<file path="src/rtl/mte_pkg.sv">
// Shared types and constants of the multi-tap echo block.
// Used by mte_ctrl, mte_datapath and multi_tap_echo; depends on nothing.
`default_nettype none

package mte_pkg;

  localparam int SAMPLE_W         = 16;
  localparam int MAX_CHANNELS     = 2;
  localparam int MAX_DELAY_FRAMES = 4096;
  localparam int MAX_BOUNCES      = 8;

  localparam int DELAY_W   = 13;
  localparam int CHAN_W    = 2;
  localparam int GAIN_W    = 16;
  localparam int BOUNCE_W  = 4;
  localparam int CFG_DW    = 16;
  localparam int CFG_IDX_W = 2;

  localparam int FRAC_W    = 15;
  localparam int HIST_AW   = 16;
  localparam int DIST_W    = HIST_AW + 1;
  localparam int SPACING_W = DELAY_W + CHAN_W;
  localparam int PROD_W    = SAMPLE_W + GAIN_W;
  localparam int ACC_W     = SAMPLE_W + FRAC_W + 5;

  localparam logic [GAIN_W-1:0] GAIN_ONE = GAIN_W'(1 << FRAC_W);

  typedef enum logic [CFG_IDX_W-1:0] {
    CFG_DELAY_FRAMES  = 2'd0,
    CFG_CHANNEL_COUNT = 2'd1,
    CFG_FEEDBACK_GAIN = 2'd2,
    CFG_BOUNCE_COUNT  = 2'd3
  } cfg_idx_e;

  // Commands from the controller to the datapath.
  typedef struct packed {
    logic load;
    logic issue;
    logic finish;
  } mte_cmd_t;

  // Status from the datapath to the controller.
  typedef struct packed {
    logic out_free;
  } mte_sts_t;

endpackage

`default_nettype wire

</file>
<file path="src/rtl/mte_ctrl.sv">
// Controller of the multi-tap echo: sequences load, tap issue, drain and finish.
// Depends on mte_pkg.
`default_nettype none

module mte_ctrl (
  input  wire logic                            clk_i,
  input  wire logic                            rst_ni,
  input  wire logic                            in_valid_i,
  output logic                                 in_ready_o,
  input  wire logic [mte_pkg::BOUNCE_W-1:0]    bounce_count_i,
  input  wire mte_pkg::mte_sts_t               sts_i,
  output mte_pkg::mte_cmd_t                    cmd_o
);
  import mte_pkg::*;

  typedef enum logic [1:0] {
    ST_IDLE,
    ST_ISSUE,
    ST_DRAIN,
    ST_DONE
  } state_e;

  state_e              state_q;
  logic [BOUNCE_W-1:0] cnt_q;

  assign in_ready_o    = (state_q == ST_IDLE);
  assign cmd_o.load    = (state_q == ST_IDLE) && in_valid_i;
  assign cmd_o.issue   = (state_q == ST_ISSUE);
  assign cmd_o.finish  = (state_q == ST_DONE) && sts_i.out_free;

  always_ff @(posedge clk_i or negedge rst_ni) begin
    if (!rst_ni) begin
      state_q <= ST_IDLE;
      cnt_q   <= '0;
    end else begin
      unique case (state_q)
        ST_IDLE: begin
          if (in_valid_i) begin
            state_q <= ST_ISSUE;
            cnt_q   <= BOUNCE_W'(1);
          end
        end
        ST_ISSUE: begin
          if (cnt_q == bounce_count_i) begin
            state_q <= ST_DRAIN;
            cnt_q   <= '0;
          end else begin
            cnt_q <= cnt_q + BOUNCE_W'(1);
          end
        end
        // The drain state lets the last tap pass the read and multiply stages.
        ST_DRAIN: begin
          if (cnt_q == BOUNCE_W'(1)) begin
            state_q <= ST_DONE;
          end else begin
            cnt_q <= cnt_q + BOUNCE_W'(1);
          end
        end
        ST_DONE: begin
          if (sts_i.out_free) begin
            state_q <= ST_IDLE;
          end
        end
        default: state_q <= ST_IDLE;
      endcase
    end
  end

endmodule

`default_nettype wire

</file>
<file path="config.mk">
export PLATFORM = sky130hd
export DESIGN_NAME = mte_ctrl
export DESIGN_NICKNAME = d
export VERILOG_FILES = /design/src/rtl/mte_pkg.sv /design/src/rtl/mte_ctrl.sv
export SDC_FILE = /design/constraint.sdc
export NUM_CORES = 1
export LEC_CHECK = 0
export BUFFER_PORTS_ARGS = -buffer_cell sky130_fd_sc_hd__buf_2
export CORE_AREA = 2 2 39 41
export DETAILED_ROUTE_END_ITERATION = 8
export DIE_AREA = 0 0 41 43
export PLACE_DENSITY_LB_ADDON = 0.1
export SLEW_MARGIN = 5
export SYNTH_ARGS = -nofsm -noshare
export SYNTH_HDL_FRONTEND = slang
export SYNTH_SLANG_ARGS = --single-unit
</file>
<file path="constraint.sdc">
create_clock -name clk_i -period 2.1 [get_ports clk_i]
set_clock_uncertainty 0.05 [all_clocks]
set_input_delay 0 -clock clk_i [delete_from_list [all_inputs] [get_ports clk_i]]
set_output_delay 0 -clock clk_i [all_outputs]
set_load 0.02 [all_outputs]
</file>
# Word level (Yosys, flattened, before mapping)
# Cells that the tools add are included.
dict set report op_classes {
  addsub 1
  n_eq_ne 10
  n_mux 9
  n_reduce_logical 6
}
# op n
set ops {}
lappend ops {{$mux W4} 3}
lappend ops {{$pmux W4 S3} 1}
lappend ops {{$mux W2} 4}
lappend ops {{$ne A2 B2 Y1 const B} 4}
lappend ops {{$pmux W2 S4} 1}
lappend ops {{$add A4 B1 Y4 const B} 1}
lappend ops {{$eq A2 B2 Y1 const B} 2}
lappend ops {{$eq A4 B1 Y1 const B} 1}
lappend ops {{$eq A4 B4 Y1} 1}
lappend ops {{$reduce_and A4 Y1} 1}
lappend ops {{$reduce_and A3 Y1} 1}
lappend ops {{$reduce_bool A3 Y1} 1}
lappend ops {{$eq A2 B1 Y1 const B} 1}
lappend ops {{$logic_and A1 B1 Y1} 2}
lappend ops {{$logic_not A2 Y1} 1}
lappend ops {{$ne A2 B1 Y1 const B} 1}
dict set report totals {
  register_bits 6
  out_inout_bits 4
  wordCells 28
}

# Logic depth before layout (Yosys ltp)
# Gate-level depths: netlist of the first run.
dict set report logic_depth {
  depth_word 3
  depth_mapped 6
}

# Worst setup path after synthesis of the first run
# OpenSTA, ideal clock, no wires.
dict set report synth_path {
  path_type {reg-to-reg}
  start {reg state_q[0]}
  end {reg state_q[1]}
  t_arrival_ns 1.486
  required_ns 1.925
  path_slack_ns 0.439
  stages_incl_launch_ff 7
  cell_sequence {dfrtp_1 -> inv_1 -> ha_1 -> nor2b_1 -> a21oi_1 -> nand3_2 -> mux2_4}
}
dict set report synth_via {
  elab_chain_cells 3
}
# item line
set synth_lines {}
lappend synth_lines {{start: declaration} mte_ctrl.sv:23} ;# state_e state_q;
lappend synth_lines {{start signal: assignment} mte_ctrl.sv:33} ;# state_q <= ST_IDLE;
lappend synth_lines {{start signal: assignment} mte_ctrl.sv:39} ;# state_q <= ST_ISSUE;
lappend synth_lines {{start signal: assignment} mte_ctrl.sv:45} ;# state_q <= ST_DRAIN;
lappend synth_lines {{$logic_not A2 Y1 (*)} --}
lappend synth_lines {{named net in_ready_o} mte_ctrl.sv:9} ;# output logic in_ready_o,
lappend synth_lines {{$ne A2 B2 Y1 (no line)} --}
lappend synth_lines {{$reduce_and A4 Y1 (no line)} --}
# The timed path passes the listed nets; every way through them passes the cells marked *.
# A chain may end at the register's enable or synchronous reset.

# Worst setup path in the final report of the first run
dict set report layout_path {
  start {reg state_q[0]}
  end {reg cnt_q[2]}
}
dict set report layout_via {
  elab_chain_cells 3
}
# item line
set layout_lines {}
lappend layout_lines {{$eq A2 B2 Y1, or another cell as far along} mte_ctrl.sv:36} ;# unique case (state_q)
lappend layout_lines {{$ne A2 B2 Y1 (no line) or $reduce_bool A3 Y1 (tied branches)} --}
lappend layout_lines {{$reduce_and A3 Y1 (no line)} --}
lappend layout_lines {{end signal: assignment} mte_ctrl.sv:48} ;# cnt_q <= cnt_q + BOUNCE_W'(1);
lappend layout_lines {{end signal: assignment} mte_ctrl.sv:56} ;# cnt_q <= cnt_q + BOUNCE_W'(1);
lappend layout_lines {{end: declaration} mte_ctrl.sv:24} ;# logic [BOUNCE_W-1:0] cnt_q;
# Several ways; a longest one is shown, not always the timed one.

==> metrics.txt, run 1 <==
remaining routing DRC violations 0; worst-margin pin slew 463.0 ps; MaxCap Viol Count 0; cell total after placement 78; share of post-route cells with drive strength above 1 0.2727; Synth-to-Final Area Change 21.99%; Reg2Reg Depth 6; status complete, no violations; post-layout net count 82; CTS tree built; FP Rows 14; WS Path Type reg -> reg; Net Count, Synth 65; Hold WC Path Type in -> async; WL/cell 11.10 um; max-slew violations 0; Worst-path clk slew 50 ps; register area share after synthesis 0.3069; Syn Area/Cell 9.593 sq um; top cells by area, synth dfrtp_1 (31%), ha_1 (15%), xor2_1 (7.2%); Final Critical Period 1787 ps; Final Hold Viols 0; CTS Root Cell clkbuf_4; Peak supply drop 662.9 uV; Num CTS Buffers 3; final setup TNS 0 ps; Commonest cells post-synth dfrtp_1 (6), ha_1 (6), inv_1 (4), xor2_1 (4); Total GRT Usage 0.1221; post-synthesis register bit count 6; Critical Path RT 2210 ps; Synth Cell Area 489.2 sq um; Gate Count Post-Synth 51; # IOs 12; Synth Flop Type dfrtp_1; fraction of registers with async set/reset 1.000; number of buffers added on ports 11; DP HPWL 767.3 um; via count 397; Worst setup EP type flip-flop; unrepaired setup endpoints after global routing false; DR pass1 iterations 2; Design Area, Final 596.8 sq um; antenna-violating nets left 0; Ant. Diodes 0; vias in the first global route 356; Post-synth EDFFs 0; hold buffer count at cts 1; core area 1384 sq um; Starting Density 0.3535; die width 41 um; final period utilization 0.8509; CTS resizes 0; first-pass GRT wire length 1469 um; pwr/cell area 1507 nW/um^2; crit-path max FO 7; WL final 910 um; Rel. slew slack 0.6895; crit path DAT 1900 ps; Yosys top cell area share 0.3069; Post-DP Area 564.3 sq um; Synth area leader dfrtp_1; 1st-iter DRT viols 3; Final setup violation count 0; Syn. warnings 0; Post-Layout Cell Count 82; largest net degree at the start of global routing 8; Synth cell types 26; gpl congestion 0.7465; initial antenna violation count 0; postcts setup bufs 0; gr ovfl total 0; CTS Buffer Depth 2; Skew-Pair Late Insertion Delay 240 ps; Fmax 0.5597 GHz; Num Clock Sinks 6; fillcell total 143; Die Height 43 um; Static Leakage 0.3002 nW; startpoint types flip-flop; number of vias per cell 4.841; die footprint 1763 sq um; htree depth 1
-- final cells by class --
cell class,count,area (sq um),share of cell area
clock buffer,3,22.52,0.03774
timing repair buffer,12,65.06,0.1090
multi-input combinational,41,324.1,0.5430
tap,16,20.02,0.03354
sequential,6,150.1,0.2516
inverter,4,15.01,0.02516
-- placed cells by master (no fill, tap or decap) --
| cell | n |
|---|---|
| buf_2 | 11 |
| ha_1 | 6 |
| dfrtp_1 | 6 |
| inv_1 | 4 |
| xor2_1 | 4 |
| nor2_1 | 3 |
| nor2b_1 | 3 |
| a21oi_1 | 3 |
| clkbuf_4 | 3 |
| and2_1 | 2 |
| o21ai_1 | 2 |
| nand2_1 | 2 |
| o41ai_2 | 1 |
| nor3b_1 | 1 |
| nand2b_1 | 1 |
| nand3_2 | 1 |
| a32oi_1 | 1 |
| mux2_4 | 1 |
| nor3_1 | 1 |
| a211o_1 | 1 |
| a211oi_1 | 1 |
| o41a_1 | 1 |
| o2bb2ai_1 | 1 |
| o31ai_1 | 1 |
| o21bai_1 | 1 |
| a31oi_1 | 1 |
| nand3_1 | 1 |
| and2_2 | 1 |
| dlygate4sd3_1 | 1 |
-- logic make-up (layout without fill, tap and decap cells) --
kind of cell | after synthesis | count (layout) | share of synthesized area
AND/OR/NAND/NOR | 16 | 16 | 0.1867
AO/OA/AOI/OAI | 14 | 14 | 0.2200
adder cells (fa/ha/maj) | 6 | 6 | 0.1534
flip-flops | 6 | 6 | 0.3069
XOR/XNOR | 4 | 4 | 0.07160
buffers and inverters | 4 | 19 | 0.03068
multiplexers | 1 | 1 | 0.03068
-- metrics by stage --
step | hold WS [ps] | power, W | worst slack [ps] | utilization
2_1_floorplan | -345.6 | 0.0006698 | 439.1 | -
3_3_place_gp | -216.9 | 0.0008087 | 230.4 | 0.4078
3_5_place_dp | -218.3 | 0.0007969 | 322.1 | 0.4078
4_1_cts | 48.31 | 0.0009128 | 308.2 | 0.4313
5_1_grt | 62.61 | 0.0009907 | 124.6 | 0.4313
6_report | 56.17 | 0.0008993 | 313.2 | 0.4313
-- state kept, by name (all words and copies together) (netlist names) --
register / count
state_q: 2
cnt_q: 4
-- report_power, final --
group | leakage (nW) | switching, W | total (W) | internal [W]
sequential | 0.0754 | 0.0000582 | 0.000224 | 0.000165
clock | 0.0138 | 0.0000398 | 0.000104 | 0.0000645
combinational | 0.211 | 0.000319 | 0.000572 | 0.000253
-- layer usage --
layer / vias to the layer above / track usage / part of all wire / wire length, um
met5: - / 0 / 0 / 0
met4: 0 / 0.08000 / 0 / 0
met1: 174 / 0.1765 / 0.52 / 474
li1: 213 / - / - / -
met3: 0 / 0.01571 / 0.041 / 37
met2: 10 / 0.1625 / 0.44 / 398
-- critical path, cell delays in order (launching register included) --
cell,delay [ps]
dfrtp_1,390
inv_1,110
ha_1,290
nor3_1,120
a211oi_1,440
a21oi_1,130
o2bb2ai_1,180
-- path summary, 6_finish.rpt --
kind,slack (ps),to,start
max in group asynchronous,1800,cnt_q[3],rst_ni
worst max register to register,310,cnt_q[2],state_q[0]
worst min-delay path,60,cnt_q[2],rst_ni
worst max-delay path,310,cnt_q[2],state_q[0]
min in group clk_i,150,state_q[0],sts_i
worst min register to register,520,cnt_q[1],cnt_q[1]
(Power assumes the default switching activity.)
==> run 2, diff against run 1 <==
--- a/config.mk
+++ b/config.mk
@@ -9,7 +9,7 @@
 export CORE_AREA = 2 2 39 41
 export DETAILED_ROUTE_END_ITERATION = 8
 export DIE_AREA = 0 0 41 43
-export PLACE_DENSITY_LB_ADDON = 0.1
+export PLACE_DENSITY_LB_ADDON = 0.3
 export SLEW_MARGIN = 5
 export SYNTH_ARGS = -nofsm -noshare
 export SYNTH_HDL_FRONTEND = slang
==> run 2 against run 1 <==
Effect of this change: first-iteration DRC count up 33%; clock power up 7%; combinational power up 4.4%; die area unchanged; worst hold slack better by 3.2 ps; sequential share of layout area down 0.31 points; register-to-register slack better by 120 ps; final cell count up 1.2%; maximum frequency up 7.1%; sequential power about the same; routed wire length up 3.6%; critical endpoint is now state_q[1].
==> metrics.txt, run 2 (same netlist as run 1, synthesis figures left out) <==
die footprint 1763 sq um (unchanged); crit path DAT 1750 ps (-150 ps); initial antenna violation count 0 (unchanged); via count 400 (+0.76%); unrepaired setup endpoints after global routing false; pwr/cell area 1543 nW/um^2 (+2.4%); MaxCap Viol Count 0 (unchanged); Num CTS Buffers 3 (unchanged); postcts setup bufs 0 (unchanged); worst hold slack 59.35 ps (+3.171 ps); Final Critical Period 1669 ps (-118.2 ps); WS Path Type reg -> reg; Peak supply drop 456.8 uV (-31%); Final WS setup 431.4 ps (+118.2 ps); # IOs 12 (unchanged); Skew-Pair Late Insertion Delay 250 ps (about the same); Synth-to-Final Area Change 23.53%; Starting Density 0.3535 (unchanged); Hold WC Path Type in -> async; Static Leakage 0.3051 nW (+1.6%); 1st-iter DRT viols 4 (+1); largest reg by FF count cnt_q; max-slew violations 0 (unchanged); htree depth 1 (unchanged); antenna-violating nets left 0 (unchanged); crit-path max FO 6 (-1); Final Hold Viols 0 (unchanged); most common cell after layout, fill and taps aside buf_2; Ant. Diodes 0 (unchanged); fillcell total 143 (unchanged); Critical Path RT 2180 ps (-30 ps); Num Clock Sinks 6 (unchanged); WL/cell 11.36 um (+2.4%); share of post-route cells with drive strength above 1 0.2836 (+0.01085); total power 0.0009328 W (+3.7%); startpoint types flip-flop; number of vias per cell 4.819 (-0.46%); core area 1384 sq um (unchanged); final period utilization 0.7946 (-0.05630); gpl congestion 0.7253 (-2.8%); gr ovfl total 0 (unchanged); Rel. slew slack 0.7413 (+0.05179); most frequent cells in the layout buf_2 (11), ha_1 (6), dfrtp_1 (6); die width 41 um (unchanged); Worst setup EP type flip-flop; Final setup violation count 0 (unchanged); Worst path max stage delay 440 ps (about the same); crit-path cells xor2_1 > o41ai_2 > nand3_2 > mux2_4; Worst-path clk slew 50 ps (about the same); post-layout net count 83 (+1.2%); number of buffers added on ports 11 (unchanged); CTS Root Cell clkbuf_4; CTS tree built; cell total after placement 79 (+1.3%); Post-Layout Cell Count 83 (+1.2%); vias in the first global route 369 (+3.7%); worst-margin pin slew 383.9 ps (-79.09 ps); DP HPWL 780.3 um (+1.7%); Die Height 43 um (unchanged); largest net degree at the start of global routing 8 (unchanged); status complete, no violations; Total GRT Usage 0.1375 (+0.01541); FP Rows 14 (unchanged); Largest register FFs 4 (unchanged); DR pass1 iterations 4 (+2); Fmax 0.5993 GHz (+7.1%); slowest stage cell, crit path dfrtp_1; CTS Buffer Depth 2 (unchanged); dpl ws 410.5 ps (+88.45 ps); final setup TNS 0 ps (unchanged); first-pass GRT wire length 1593 um (+8.4%); top flop regs cnt_q (4), state_q (2); WL final 943 um (+3.6%); remaining routing DRC violations 0 (unchanged)
[run 2: critical path: cells and delay by family, from the launching register on]
family	cells	cell delay, ps
AND/OR/NAND/NOR	1	140
multiplexers	1	310
flip-flops	1	440
AO/OA/AOI/OAI	1	440
XOR/XNOR	1	180
[run 2: metrics by stage]
step | area, sq um | util
detailed placement | 571.8 | 0.4132
floorplan | 489.2 | -
global route | 604.3 | 0.4367
CTS | 604.3 | 0.4367
global placement | 571.8 | 0.4132
finish | 604.3 | 0.4367
[run 2: power by group]
part | internal (W) | leakage [nW] | total (W) | switching, W
Clock | 0.0000650 | 0.0138 | 0.000111 | 0.0000461
Combinational | 0.000276 | 0.216 | 0.000597 | 0.000321
Sequential | 0.000165 | 0.0754 | 0.000225 | 0.0000596
Total | 0.000506 | 0.305 | 0.000933 | 0.000427
[run 2: final cells by class]
cell class                 count  area [sq um]  share of cell area
sequential                     6         150.1              0.2484
clock buffer                   3         22.52             0.03727
inverter                       4         15.01             0.02484
multi-input combinational     41         324.1              0.5362
tap                           16         20.02             0.03313
timing repair buffer          13         72.57              0.1201
[run 2: routing by layer]
layer  global-route usage  wire length, um
met1               0.1743              455
met4               0.1000               10
met2               0.1844              427
met5                    0                0
met3              0.04712               49
[run 2: what timing repair did]
item                      CTS  global route
hold endpoints to repair    6             0
resized for setup           0             0
hold buffers                1             0
[run 2: path summary, 6_finish.rpt]
kind	startpoint	endpoint	slack (ps)	cells after the start
worst max register to register	cnt_q[2]	state_q[1]	430	4
worst max-delay path	cnt_q[2]	state_q[1]	430	4
worst min register to register	cnt_q[1]	cnt_q[1]	520	2
min in group clk_i	sts_i	state_q[0]	120	5
worst min-delay path	rst_ni	state_q[1]	60	2
max in group asynchronous	rst_ni	cnt_q[2]	1780	2
